===== config.mk =====
export PLATFORM = sky130hd
export DESIGN_NAME = url_component_splitter
export DESIGN_NICKNAME = d
export VERILOG_FILES = /design/src/hw/rtl/ucs_pkg.sv /design/src/hw/rtl/ucs_front.sv /design/src/hw/rtl/ucs_queue.sv /design/src/hw/rtl/ucs_back.sv /design/src/hw/rtl/url_component_splitter.sv
export SDC_FILE = /design/constraint.sdc
export NUM_CORES = 1
export LEC_CHECK = 0
export BUFFER_PORTS_ARGS = -buffer_cell sky130_fd_sc_hd__buf_2
export CAP_MARGIN = 20
export CORE_ASPECT_RATIO = 0.7
export CORE_UTILIZATION = 64
export CTS_BUF_LIST = sky130_fd_sc_hd__clkbuf_2
export DETAILED_ROUTE_END_ITERATION = 6
export GPL_TIMING_DRIVEN = 0
export PLACE_DENSITY = 0.81
export SLEW_MARGIN = 30
export SYNTH_ARGS = -nofsm -noshare
export SYNTH_HDL_FRONTEND = slang
export SYNTH_SLANG_ARGS = --single-unit

===== constraint.sdc =====
create_clock -name clk -period 6.1 [get_ports clk]
set_input_delay 1.22 -clock clk [delete_from_list [all_inputs] [get_ports clk]]
set_output_delay 1.22 -clock clk [all_outputs]
set_load 0.05 [all_outputs]

===== src/hw/rtl/ucs_pkg.sv =====
// types, character constants and helper functions for the url component splitter
`default_nettype none
package ucs_pkg;

  typedef enum logic [2:0] {
    PH_SCHEME = 3'd0,
    PH_SEP1   = 3'd1,
    PH_SEP2   = 3'd2,
    PH_HOST   = 3'd3,
    PH_PATH   = 3'd4,
    PH_QUERY  = 3'd5,
    PH_FRAG   = 3'd6,
    PH_DEAD   = 3'd7
  } ucs_phase_t;

  localparam logic [1:0] COMP_HOST  = 2'd0;
  localparam logic [1:0] COMP_PATH  = 2'd1;
  localparam logic [1:0] COMP_QUERY = 2'd2;
  localparam logic [1:0] COMP_FRAG  = 2'd3;

  localparam logic [1:0] SCHEME_NONE  = 2'd0;
  localparam logic [1:0] SCHEME_HTTP  = 2'd1;
  localparam logic [1:0] SCHEME_HTTPS = 2'd2;
  localparam logic [1:0] SCHEME_FTP   = 2'd3;

  localparam logic [1:0] ESC_IDLE = 2'd0;
  localparam logic [1:0] ESC_HIGH = 2'd1;
  localparam logic [1:0] ESC_LOW  = 2'd2;

  localparam logic [7:0] CH_COLON   = 8'h3A;
  localparam logic [7:0] CH_SLASH   = 8'h2F;
  localparam logic [7:0] CH_QUEST   = 8'h3F;
  localparam logic [7:0] CH_HASH    = 8'h23;
  localparam logic [7:0] CH_PERCENT = 8'h25;

  localparam logic [3:0] SCHEME_LEN [3] = '{4'd4, 4'd5, 4'd3};
  localparam logic [3:0] POS_MAX = 4'd15;

  typedef struct packed {
    logic [7:0] in_byte;
    logic       end_of_url;
  } ucs_item_t;

  typedef struct packed {
    logic [7:0] out_byte;
    logic [1:0] component;
    logic       is_status;
    logic       url_valid;
    logic [1:0] scheme_code;
  } ucs_result_t;

  // one step of the front end: an optional data byte and an optional status
  typedef struct packed {
    logic       has_data;
    logic [7:0] data_byte;
    logic [1:0] comp;
    logic       has_status;
    logic       status_valid;
    logic [1:0] status_scheme;
  } ucs_work_t;

  // {ok, value}
  function automatic logic [4:0] hex_value(input logic [7:0] c);
    logic [4:0] r;
    r = 5'd0;
    if (c inside {[8'h30:8'h39]}) begin
      r = {1'b1, 4'(c - 8'h30)};
    end else if (c inside {[8'h61:8'h66]}) begin
      r = {1'b1, 4'(c - 8'h57)};
    end else if (c inside {[8'h41:8'h46]}) begin
      r = {1'b1, 4'(c - 8'h37)};
    end
    return r;
  endfunction

  function automatic logic is_kept(input logic [7:0] c);
    return (c inside {[8'h61:8'h7A], [8'h41:8'h5A], [8'h30:8'h39],
                      8'h3B, 8'h2F, 8'h3F, 8'h3A, 8'h40, 8'h26, 8'h3D,
                      8'h2B, 8'h24, 8'h2C, 8'h2D, 8'h5F, 8'h2E, 8'h21,
                      8'h7E, 8'h2A, 8'h27, 8'h28, 8'h29});
  endfunction

  function automatic logic [7:0] scheme_char(input logic [1:0] k, input logic [3:0] pos);
    logic [7:0] r;
    r = 8'h00;
    case (k)
      2'd0: begin
        case (pos)
          4'd0: r = 8'h68;
          4'd1: r = 8'h74;
          4'd2: r = 8'h74;
          4'd3: r = 8'h70;
          default: r = 8'h00;
        endcase
      end
      2'd1: begin
        case (pos)
          4'd0: r = 8'h68;
          4'd1: r = 8'h74;
          4'd2: r = 8'h74;
          4'd3: r = 8'h70;
          4'd4: r = 8'h73;
          default: r = 8'h00;
        endcase
      end
      2'd2: begin
        case (pos)
          4'd0: r = 8'h66;
          4'd1: r = 8'h74;
          4'd2: r = 8'h70;
          default: r = 8'h00;
        endcase
      end
      default: r = 8'h00;
    endcase
    return r;
  endfunction

endpackage
`default_nettype wire


===== src/hw/rtl/ucs_front.sv =====
// front end: percent decoding, scheme match and component split, one byte per cycle while step is high
`default_nettype none
module ucs_front (
  input  wire logic                clk,
  input  wire logic                rst,
  input  wire logic                step,
  input  wire ucs_pkg::ucs_item_t  item,
  output ucs_pkg::ucs_work_t       work,
  output logic                     work_wr
);

  ucs_pkg::ucs_phase_t phase, phase_next;
  logic [3:0] scheme_position, scheme_position_next;
  logic [2:0] scheme_candidates, scheme_candidates_next;
  logic [1:0] escape_step, escape_step_next;
  logic [3:0] high_nibble, high_nibble_next;
  logic       error_seen, error_seen_next;
  logic [1:0] matched_scheme, matched_scheme_next;
  logic       byte_after_separator, byte_after_separator_next;

  logic       feed_en;
  logic [7:0] feed_char;
  logic [7:0] lc;
  logic [7:0] dec;
  logic [4:0] hv;
  logic [2:0] live;
  logic       valid;

  always_comb begin
    phase_next                = phase;
    scheme_position_next      = scheme_position;
    scheme_candidates_next    = scheme_candidates;
    escape_step_next          = escape_step;
    high_nibble_next          = high_nibble;
    error_seen_next           = error_seen;
    matched_scheme_next       = matched_scheme;
    byte_after_separator_next = byte_after_separator;
    feed_en   = 1'b0;
    feed_char = item.in_byte;
    hv        = ucs_pkg::hex_value(item.in_byte);
    dec       = {high_nibble, hv[3:0]};
    lc        = 8'h00;
    live      = 3'b000;
    valid     = 1'b0;
    work      = '0;

    // percent decoder
    if (!error_seen && phase != ucs_pkg::PH_DEAD) begin
      case (escape_step)
        ucs_pkg::ESC_IDLE: begin
          if (item.in_byte == ucs_pkg::CH_PERCENT) begin
            escape_step_next = ucs_pkg::ESC_HIGH;
          end else begin
            feed_en = 1'b1;
          end
        end
        ucs_pkg::ESC_HIGH: begin
          if (!hv[4]) begin
            error_seen_next  = 1'b1;
            escape_step_next = ucs_pkg::ESC_IDLE;
            phase_next       = ucs_pkg::PH_DEAD;
          end else begin
            high_nibble_next = hv[3:0];
            escape_step_next = ucs_pkg::ESC_LOW;
          end
        end
        default: begin
          if (!hv[4]) begin
            error_seen_next  = 1'b1;
            escape_step_next = ucs_pkg::ESC_IDLE;
            phase_next       = ucs_pkg::PH_DEAD;
          end else begin
            escape_step_next = ucs_pkg::ESC_IDLE;
            feed_char        = dec;
            feed_en          = ucs_pkg::is_kept(dec);
          end
        end
      endcase
    end

    // parser
    if (feed_en) begin
      case (phase)
        ucs_pkg::PH_SCHEME: begin
          if (feed_char == ucs_pkg::CH_COLON) begin
            phase_next = ucs_pkg::PH_DEAD;
            for (int k = 0; k < 3; k++) begin
              if (scheme_candidates[k] && ucs_pkg::SCHEME_LEN[k] == scheme_position) begin
                matched_scheme_next = 2'(k + 1);
                phase_next          = ucs_pkg::PH_SEP1;
              end
            end
          end else begin
            lc = (feed_char inside {[8'h41:8'h5A]}) ? feed_char + 8'h20 : feed_char;
            for (int k = 0; k < 3; k++) begin
              live[k] = scheme_candidates[k] && (scheme_position < ucs_pkg::SCHEME_LEN[k]) &&
                        (lc == ucs_pkg::scheme_char(2'(k), scheme_position));
            end
            scheme_candidates_next = live;
            if (scheme_position != ucs_pkg::POS_MAX) begin
              scheme_position_next = scheme_position + 4'd1;
            end
            if (live == 3'b000) begin
              phase_next = ucs_pkg::PH_DEAD;
            end
          end
        end
        ucs_pkg::PH_SEP1: begin
          phase_next = (feed_char == ucs_pkg::CH_SLASH) ? ucs_pkg::PH_SEP2 : ucs_pkg::PH_DEAD;
        end
        ucs_pkg::PH_SEP2: begin
          phase_next = (feed_char == ucs_pkg::CH_SLASH) ? ucs_pkg::PH_HOST : ucs_pkg::PH_DEAD;
        end
        ucs_pkg::PH_HOST: begin
          byte_after_separator_next = 1'b1;
          if (feed_char == ucs_pkg::CH_SLASH) begin
            phase_next = ucs_pkg::PH_PATH;
          end else if (feed_char == ucs_pkg::CH_QUEST) begin
            phase_next = ucs_pkg::PH_QUERY;
          end else if (feed_char == ucs_pkg::CH_HASH) begin
            phase_next = ucs_pkg::PH_FRAG;
          end else begin
            work.has_data  = 1'b1;
            work.comp      = ucs_pkg::COMP_HOST;
          end
        end
        ucs_pkg::PH_PATH: begin
          byte_after_separator_next = 1'b1;
          if (feed_char == ucs_pkg::CH_QUEST) begin
            phase_next = ucs_pkg::PH_QUERY;
          end else if (feed_char == ucs_pkg::CH_HASH) begin
            phase_next = ucs_pkg::PH_FRAG;
          end else begin
            work.has_data = 1'b1;
            work.comp     = ucs_pkg::COMP_PATH;
          end
        end
        ucs_pkg::PH_QUERY: begin
          byte_after_separator_next = 1'b1;
          if (feed_char == ucs_pkg::CH_HASH) begin
            phase_next = ucs_pkg::PH_FRAG;
          end else begin
            work.has_data = 1'b1;
            work.comp     = ucs_pkg::COMP_QUERY;
          end
        end
        ucs_pkg::PH_FRAG: begin
          byte_after_separator_next = 1'b1;
          work.has_data = 1'b1;
          work.comp     = ucs_pkg::COMP_FRAG;
        end
        default: begin
        end
      endcase
    end
    work.data_byte = feed_char;

    // closing status and return to reset
    if (item.end_of_url) begin
      if (escape_step_next != ucs_pkg::ESC_IDLE) begin
        error_seen_next  = 1'b1;
        escape_step_next = ucs_pkg::ESC_IDLE;
        phase_next       = ucs_pkg::PH_DEAD;
      end
      valid = !error_seen_next && byte_after_separator_next &&
              (phase_next inside {ucs_pkg::PH_HOST, ucs_pkg::PH_PATH,
                                  ucs_pkg::PH_QUERY, ucs_pkg::PH_FRAG});
      work.has_status    = 1'b1;
      work.status_valid  = valid;
      work.status_scheme = valid ? matched_scheme_next : ucs_pkg::SCHEME_NONE;
      phase_next                = ucs_pkg::PH_SCHEME;
      scheme_position_next      = 4'd0;
      scheme_candidates_next    = 3'b111;
      escape_step_next          = ucs_pkg::ESC_IDLE;
      high_nibble_next          = 4'd0;
      error_seen_next           = 1'b0;
      matched_scheme_next       = ucs_pkg::SCHEME_NONE;
      byte_after_separator_next = 1'b0;
    end
    work_wr = step && (work.has_data || work.has_status);
  end

  always_ff @(posedge clk) begin
    if (rst) begin
      phase                <= ucs_pkg::PH_SCHEME;
      scheme_position      <= 4'd0;
      scheme_candidates    <= 3'b111;
      escape_step          <= ucs_pkg::ESC_IDLE;
      high_nibble          <= 4'd0;
      error_seen           <= 1'b0;
      matched_scheme       <= ucs_pkg::SCHEME_NONE;
      byte_after_separator <= 1'b0;
    end else if (step) begin
      phase                <= phase_next;
      scheme_position      <= scheme_position_next;
      scheme_candidates    <= scheme_candidates_next;
      escape_step          <= escape_step_next;
      high_nibble          <= high_nibble_next;
      error_seen           <= error_seen_next;
      matched_scheme       <= matched_scheme_next;
      byte_after_separator <= byte_after_separator_next;
    end
  end

endmodule
`default_nettype wire


===== src/hw/rtl/ucs_queue.sv =====
// short register queue of front-end work entries
`default_nettype none
module ucs_queue #(
  parameter int DEPTH = 4
) (
  input  wire logic               clk,
  input  wire logic               rst,
  input  wire logic               wr_en,
  input  wire ucs_pkg::ucs_work_t wr_data,
  output logic                    full,
  input  wire logic               rd_en,
  output ucs_pkg::ucs_work_t      rd_data,
  output logic                    empty
);

  localparam int AW = (DEPTH > 1) ? $clog2(DEPTH) : 1;
  localparam int CW = $clog2(DEPTH + 1);
  localparam logic [AW-1:0] LAST = AW'(DEPTH - 1);
  localparam logic [CW-1:0] FULL_COUNT = CW'(DEPTH);

  ucs_pkg::ucs_work_t slots [DEPTH];
  logic [AW-1:0] wr_ptr, rd_ptr;
  logic [CW-1:0] count;
  logic          do_wr, do_rd;

  assign full    = (count == FULL_COUNT);
  assign empty   = (count == '0);
  assign do_wr   = wr_en && !full;
  assign do_rd   = rd_en && !empty;
  assign rd_data = slots[rd_ptr];

  always_ff @(posedge clk) begin
    if (do_wr) begin
      slots[wr_ptr] <= wr_data;
    end
  end

  always_ff @(posedge clk) begin
    if (rst) begin
      wr_ptr <= '0;
      rd_ptr <= '0;
      count  <= '0;
    end else begin
      if (do_wr) begin
        wr_ptr <= (wr_ptr == LAST) ? '0 : wr_ptr + AW'(1);
      end
      if (do_rd) begin
        rd_ptr <= (rd_ptr == LAST) ? '0 : rd_ptr + AW'(1);
      end
      if (do_wr && !do_rd) begin
        count <= count + CW'(1);
      end else if (do_rd && !do_wr) begin
        count <= count - CW'(1);
      end
    end
  end

endmodule
`default_nettype wire


===== src/hw/rtl/ucs_back.sv =====
// back end: turns each work entry into its data and status results
`default_nettype none
module ucs_back (
  input  wire logic               clk,
  input  wire logic               rst,
  input  wire ucs_pkg::ucs_work_t q_data,
  input  wire logic               q_empty,
  output logic                    q_rd,
  output ucs_pkg::ucs_result_t    result,
  output logic                    empty,
  input  wire logic               pop
);

  ucs_pkg::ucs_work_t cur;
  logic cur_valid;
  logic data_done;
  logic show_data;
  logic finishing;

  assign show_data = cur.has_data && !data_done;
  assign finishing = pop && cur_valid && !(show_data && cur.has_status);
  assign q_rd      = !q_empty && (!cur_valid || finishing);
  assign empty     = !cur_valid;

  always_comb begin
    result = '0;
    if (show_data) begin
      result.out_byte  = cur.data_byte;
      result.component = cur.comp;
    end else begin
      result.is_status   = 1'b1;
      result.url_valid   = cur.status_valid;
      result.scheme_code = cur.status_scheme;
    end
  end

  always_ff @(posedge clk) begin
    if (q_rd) begin
      cur <= q_data;
    end
  end

  always_ff @(posedge clk) begin
    if (rst) begin
      cur_valid <= 1'b0;
      data_done <= 1'b0;
    end else if (q_rd) begin
      cur_valid <= 1'b1;
      data_done <= 1'b0;
    end else if (finishing) begin
      cur_valid <= 1'b0;
      data_done <= 1'b0;
    end else if (pop && cur_valid) begin
      data_done <= 1'b1;
    end
  end

endmodule
`default_nettype wire


===== src/hw/rtl/url_component_splitter.sv =====
// top level of the url component splitter
// an accepted byte's entry is queued, then loaded into the back end's cur register
// throughput: one byte per cycle unless full; a closing byte that also carries data
// gives two results, drained by the back end while the front end keeps accepting
// reset: synchronous, active high; clears parser state, queue and output stage
`default_nettype none
module url_component_splitter #(
  parameter int DEPTH = 4
) (
  input  wire logic                 clk,
  input  wire logic                 rst,
  input  wire logic                 push,
  output logic                      full,
  input  wire ucs_pkg::ucs_item_t   item,
  output logic                      empty,
  input  wire logic                 pop,
  output ucs_pkg::ucs_result_t      result
);

  ucs_pkg::ucs_work_t work, q_data;
  logic work_wr, q_rd, q_empty, step;

  assign step = push && !full;

  ucs_front u_front (
    .clk     (clk),
    .rst     (rst),
    .step    (step),
    .item    (item),
    .work    (work),
    .work_wr (work_wr)
  );

  ucs_queue #(.DEPTH(DEPTH)) u_queue (
    .clk     (clk),
    .rst     (rst),
    .wr_en   (work_wr),
    .wr_data (work),
    .full    (full),
    .rd_en   (q_rd),
    .rd_data (q_data),
    .empty   (q_empty)
  );

  ucs_back u_back (
    .clk     (clk),
    .rst     (rst),
    .q_data  (q_data),
    .q_empty (q_empty),
    .q_rd    (q_rd),
    .result  (result),
    .empty   (empty),
    .pop     (pop)
  );

endmodule
`default_nettype wire


======== Word level (Yosys, flattened, before mapping) ========
Memories as Yosys holds them, arrays and structs flattened. A register that Yosys moved wholly into a read port is not among the register bits.
Cells that the tools add are included.
storage, ports and cells
  input bits .............................. 13
  word-level logic and storage cells ...... 252
  bits in registers ....................... 29
  bits in writable memories ............... 60
  output and inout port bits .............. 16
  memories ................................ 1
memories
  name           depth  bits a word  read ports  clocked after memory_dff  write ports  line             RTL
  u_queue.slots  4      15           1           1                         1            ucs_queue.sv:21  ucs_pkg::ucs_work_t slots [DEPTH];
operators by class
  multiplexer cells ....................... 97
  order comparisons ....................... 17
  eq/ne operators ......................... 51
  add/subtract/negate cells ............... 9
  reduce and logical (&&, ||, !) cells .... 64
operators with widths
  kind                                                                   number
  8-bit by 6-bit == test with 1-bit output, second input constant        21
  8-bit two-way mux                                                      13
  3-bit two-way mux                                                      23
  4-bit two-way mux                                                      11
  7-bit case mux with 3 select lines                                     2
  8-bit by 7-bit >= comparator with 1-bit output, second input constant  5
  8-bit by 7-bit <= comparator with 1-bit output, second input constant  5
  2-bit two-way mux                                                      17
  1-bit logical AND                                                      30
  7-bit case mux with 4 select lines                                     1
  8-bit by 7-bit == test with 1-bit output, second input constant        3
  8-bit == test                                                          3
  22-bit nonzero test                                                    1
  3-bit == test, second input constant                                   7
  1-bit two-way mux                                                      21
  3-bit case mux with 6 select lines                                     1
  2-bit nonzero test                                                     9
  8-bit by 6-bit >= comparator with 1-bit output, second input constant  2
  8-bit by 6-bit <= comparator with 1-bit output, second input constant  2
  5-bit two-way mux                                                      3
  10-bit two-way mux                                                     1
  3-bit by 2-bit == test with 1-bit output, second input constant        3
  1-bit zero test                                                        9
  3-bit zero test                                                        3
  other kinds (33)                                                       42

======== Logic depth before layout (Yosys ltp) ========
  depth after elaboration ................. 33
  mapped depth ............................ 22
  depth with buffers taken out ............ 19

======== Modules after synthesis ========
A second synthesis with hierarchy kept.
second synthesis, totals
  cell total of the unflattened synthesis .. 607
  area total of the unflattened synthesis .. 6393.6 um^2
by module, submodules not included
  module                  cells each  times used  sequential area each (um^2)  area an instance (um^2)
  ucs_front               436         1           400.4                        3060.4
  ucs_queue               128         1           1981.9                       2663.8
  ucs_back                42          1           490.5                        655.6
  url_component_splitter  1           1           0.0                          13.8

======== Worst setup path before layout ========
OpenSTA, ideal clock, no wires.
  kind .................................... input to register
  start point ............................. input item[2] (netlist name)
  end point ............................... register u_queue.count[2]
  library setup time ...................... 0.071 ns
  required time ........................... 6.029 ns
  path buffers ............................ 2
  setup slack ............................. 0.905 ns
  arrival ................................. 5.124 ns
  cell stages on the path ................. 19
  cell sequence ........................... clkbuf_1 > inv_1 > ha_1 > or3b_2 > nand3_1 > o21ai_0 > or4_1 > o311ai_0 > nand2_1 > a31oi_4 > buf_4 > a21oi_1 > nor2_1 > ha_1 > inv_1 > fa_1 > xor2_1 > or3_1 > a21oi_1
on the way
  cells in the longest elaborated chain, start to end .. 20
RTL lines
  element                                                                                  line                          RTL
  from (decl)                                                                              url_component_splitter.sv:14  input wire ucs_pkg::ucs_item_t item,
  branches (longest 13 deep; another with 8-bit by 7-bit >= comparator with 1-bit output)  n/a
  1-bit two-way mux *                                                                      ucs_front.sv:82               if (feed_en) begin
  1-bit logical OR *                                                                       ucs_front.sv:180              work_wr = step && (work.has_data || work.has_status);
  1-bit logical AND *                                                                      ucs_front.sv:180
  1-bit logical AND *                                                                      ucs_queue.sv:28               assign do_wr = wr_en && !full;
  named net u_queue.do_wr                                                                  ucs_queue.sv:24               logic do_wr, do_rd;
  1-bit zero test                                                                          ucs_queue.sv:52               end else if (do_rd && !do_wr) begin
  1-bit logical AND                                                                        ucs_queue.sv:52
  2-bit nonzero test (no source line)                                                      n/a
  to (signal assigned)                                                                     ucs_queue.sv:51               count <= count + CW'(1);
  to (signal assigned)                                                                     ucs_queue.sv:53               count <= count - CW'(1);
  to (decl)                                                                                ucs_queue.sv:23               logic [CW-1:0] count;
Mark *: on every way through the listed nets, which the timed path passes.
A chain may end at the register's enable or synchronous reset.

======== Worst setup path after layout ========
Same ends and word-level chain as after synthesis.

==> reports/qor.txt <==
Run status: finished, final reports clean
Setup bufs post-CTS: 0
Placeable core area: 0.009289 mm²
Worst-path maximum fanout: 10
Cell-by-cell trace of the critical path: buf_2 > clkbuf_1 > inv_1 > ha_1 > or3b_2 > nand3_1 > o21ai_0 > or4_1 > o311ai_0 > nand2_1 > a31oi_4 > buf_4 > a21oi_1 > nor2_1 > ha_1 > inv_1 > fa_1 > xor2_1 > or3_1 > a21oi_1
Reported leakage power: 2.292 nW
Kind of end point of the critical path: register
Quantity of I/O buffers inserted on ports: 24
Area fraction in and, or, nand and nor cells after synthesis: 18.64%
Worst min-delay path class: register to register
Area leader, netlist: sky130_fd_sc_hd__edfxtp_1
Hpwl dp: 12.23 mm
Total number of yosys warnings: 0
Count of boundary I/O pins: 29
Main combinational cell family by area after synthesis: compound AO/OA/AOI/OAI gates
Placed cell count: 753
Fmax: 172.7 MHz
Clock tree from TritonCTS: done
# clock sinks: 104
Unrepaired setup endpoints after global routing: no
Share of layout cells above drive strength 1: 14.26%
Delay of the slowest critical-path stage: 0.48 ns
Std-Cell Rows: 29
Level count of the clock H-tree: 3
Post-detailed-routing wire length: 16.65 mm
Relative area change from synthesis to final layout: 6.364%
Height of the chip: 84.95 µm
EDFF count, synth: 75
Most used DFF post-synth: sky130_fd_sc_hd__edfxtp_1
Dominant cells by area after synthesis: sky130_fd_sc_hd__edfxtp_1 (36%), sky130_fd_sc_hd__dfxtp_1 (9.2%), sky130_fd_sc_hd__mux4_2 (5.4%)
Final core utilization: 72.04%
Number of nets in the finished design: 670
Fraction of registers with async set/reset: 0%
Filler Cells Inserted: 701
Resized cells post-CTS: 0
Library cells used by synthesis: 86
Wire length of the first global-routing pass: 26.19 mm
Initial core utilization: 67.73%
Worst Max-Slew Pin Slew: 0.8569 ns
Floorplan die area: 0.01024 mm²
Period Utilization, post-route: 94.90%
Netlist Area Pre-Place: 0.006291 mm²
Top cell type's share of synthesized area: 35.80%
Max-slew violation count: 0
Number of iterations in the first detailed-routing pass: 5
Number of antenna diodes: 0
Remaining global-route overflow: 0
Via-per-instance ratio: 6.909
Cell at the root of the clock tree: sky130_fd_sc_hd__clkbuf_2
Portion of netlist area occupied by mux cells: 7.080%
Clock buffers created by TritonCTS: 9
Die boundary width: 120.5 µm
Post-DRT Antenna Nets: 0
Critical path start-end classification: input pin to register
Maximum clock path buffer count: 2
Clock skew after layout: 0.03808 ns
Worst skew pair latency: 0.59 ns
Sum of buffers and inverters on the critical path: 5
Adder-cell share of the synthesized area: 3.500%
Cell with the largest stage delay on the worst path: sky130_fd_sc_hd__or4_1
DR DRC count: 0
Synth Area in Compound Gates: 19.89%
Clock transition at path regs: 0.27 ns
Most used standard cell by instance count after synthesis: sky130_fd_sc_hd__edfxtp_1
Final setup violation count: 0
Number of hold-repair buffers added at the cts stage: 0
Power density normalized to cell area: 316.0 mW/mm²
Syn nets: 635
CP arrival: 6.33 ns
Top post-synthesis cells by count: sky130_fd_sc_hd__edfxtp_1 (75), sky130_fd_sc_hd__nor2_1 (45), sky130_fd_sc_hd__a21oi_1 (37)
Worst relative slew slack: 42.87%
Initial DRC Count: 756
Cell family with the largest share of critical-path delay: simple AND/OR/NAND/NOR gates
Kind of launch point of the worst setup path: input pin
Final Hold Vio Count: 0
Antenna violations before repair: 0
Parity-gate share of the synthesized area counting xor and xnor cells: 1.671%
Post-DR wirelength/cell: 21.65 µm
Final std cells w/o fill: 769
Vias after detailed routing: 5313
All-Layer GR Usage: 34.12%
Share of synthesized area occupied by flip-flops and latches: 45.03%
Pin count of the biggest net entering global routing: 19
Time the worst path needs with I/O delays and setup: 5.789 ns
Peak supply drop: 0.0002740 V
Via count of the first global-routing pass: 4872
Number of synthesized register bits: 104
Syn Inst Count: 605
Mean instance size in the synthesized netlist: 10.40 µm²
Worst endpoint required time: 6.64 ns
Maxcap violations: 0
GPL Wtd Cong: 0.9723
[layout by cell type, fill, tap and decap left out, drive strengths merged, types with 4 or more instances in the layout]
cell	instances
nor2b	13
a22o	4
nor3b	4
nand4	16
o311ai	4
nand2b	12
ha	16
nor3	15
o21a	4
o2bb2ai	4
or3	7
and3	11
dfxtp	29
nor4	4
mux4	15
xnor2	8
edfxtp	75
inv	27
and2	21
a21o	8
nand3	18
o31ai	4
nand2	34
xor2	4
a21oi	39
a211oi	9
a22oi	5
o21ai	27
o211ai	9
buf	38
clkbuf	33
a31oi	13
nor2	46
mux2i	7
[logic make-up (layout without fill, tap and decap cells)]
| group | Yosys count | in the layout |
|---|---|---|
| buffers and inverters | 63 | 103 |
| multiplexers | 25 | 25 |
| AND/OR/NAND/NOR | 213 | 213 |
| AO/OA/AOI/OAI | 171 | 171 |
| adder cells (fa/ha/maj) | 17 | 17 |
| XOR/XNOR | 12 | 12 |
| flip-flops | 104 | 104 |
[report_power, final]
part	internal (mW)	total (mW)	switching, mW
Clock	0.0949	0.321	0.226
Sequential	0.892	0.936	0.0439
Combinational	0.285	0.858	0.573
Total	1.27	2.11	0.843
[registers in the layout (all words and copies together) (netlist names), 2 cells and up]
register,cells
u_front.high_nibble,4
u_front.phase,3
u_front.scheme_candidates,3
u_queue.wr_ptr,2
u_back.cur,15
u_queue.rd_ptr,2
u_queue.count,3
u_front.scheme_position,4
u_front.escape_step,2
u_queue.slots,60
u_front.matched_scheme,2
[worst reg2reg max path, delay by kind of cell, from the launching register on]
family                     cells  cell delay [ns]
buffers and inverters          5             1.29
and+or+nand+nor                5             0.85
AOI/OAI and AO/OA              4             1.36
DFF                            1             0.36
adders and majority gates      1             0.42
muxes                          1             0.46
[through the flow]
stage                     cell area, µm²  TNS, ns  hold WS (ns)  power [mW]  setup slack (ns)
final                               6691        0        0.5255       2.115            0.3112
after floorplan                     6291        0        0.4515       1.586            0.9052
after detailed placement            6578  -0.6823        0.4810       1.800           -0.1440
after global routing                6691        0        0.5706       2.208           0.04182
after CTS                           6691        0        0.5289       2.112            0.4935
after global placement              6566        0        0.4749       1.755           0.05696
[area by class of cell]
class / count / area, µm² / area share (%)
Tap cell: 124 / 155.1 / 2.319
Clock inverter: 7 / 68.82 / 1.028
Timing Repair Buffer: 24 / 120.1 / 1.795
Clock buffer: 9 / 45.04 / 0.6731
Buffer: 38 / 170.2 / 2.543
Inverter: 25 / 93.84 / 1.402
Multi-Input combinational cell: 438 / 3206 / 47.91
Sequential cell: 104 / 2833 / 42.33
[per-layer routing]
metal	wire length, µm	vias up	part of all wire [%]	global-route usage, %
met2	7100	360	43	50.21
met4	310	0	1.9	8.081
li1	-	2392	-	-
met3	2214	34	13	10.01
met5	0	-	0	0
met1	7022	2527	42	49.93
[path summary, 6_finish.rpt]
kind	start	to	slack (ns)	cells after the start
setup / recovery	item[2]	u_queue.count[2]	0.31	20
hold / removal	u_front.matched_scheme[1]	u_front.matched_scheme[1]	0.53	2
setup reg to reg	u_front.phase[0]	u_queue.slots[1][0]	1.13	16
hold reg to reg	u_front.matched_scheme[1]	u_front.matched_scheme[1]	0.53	2
Note: power is estimated with default switching activity, not from simulation.
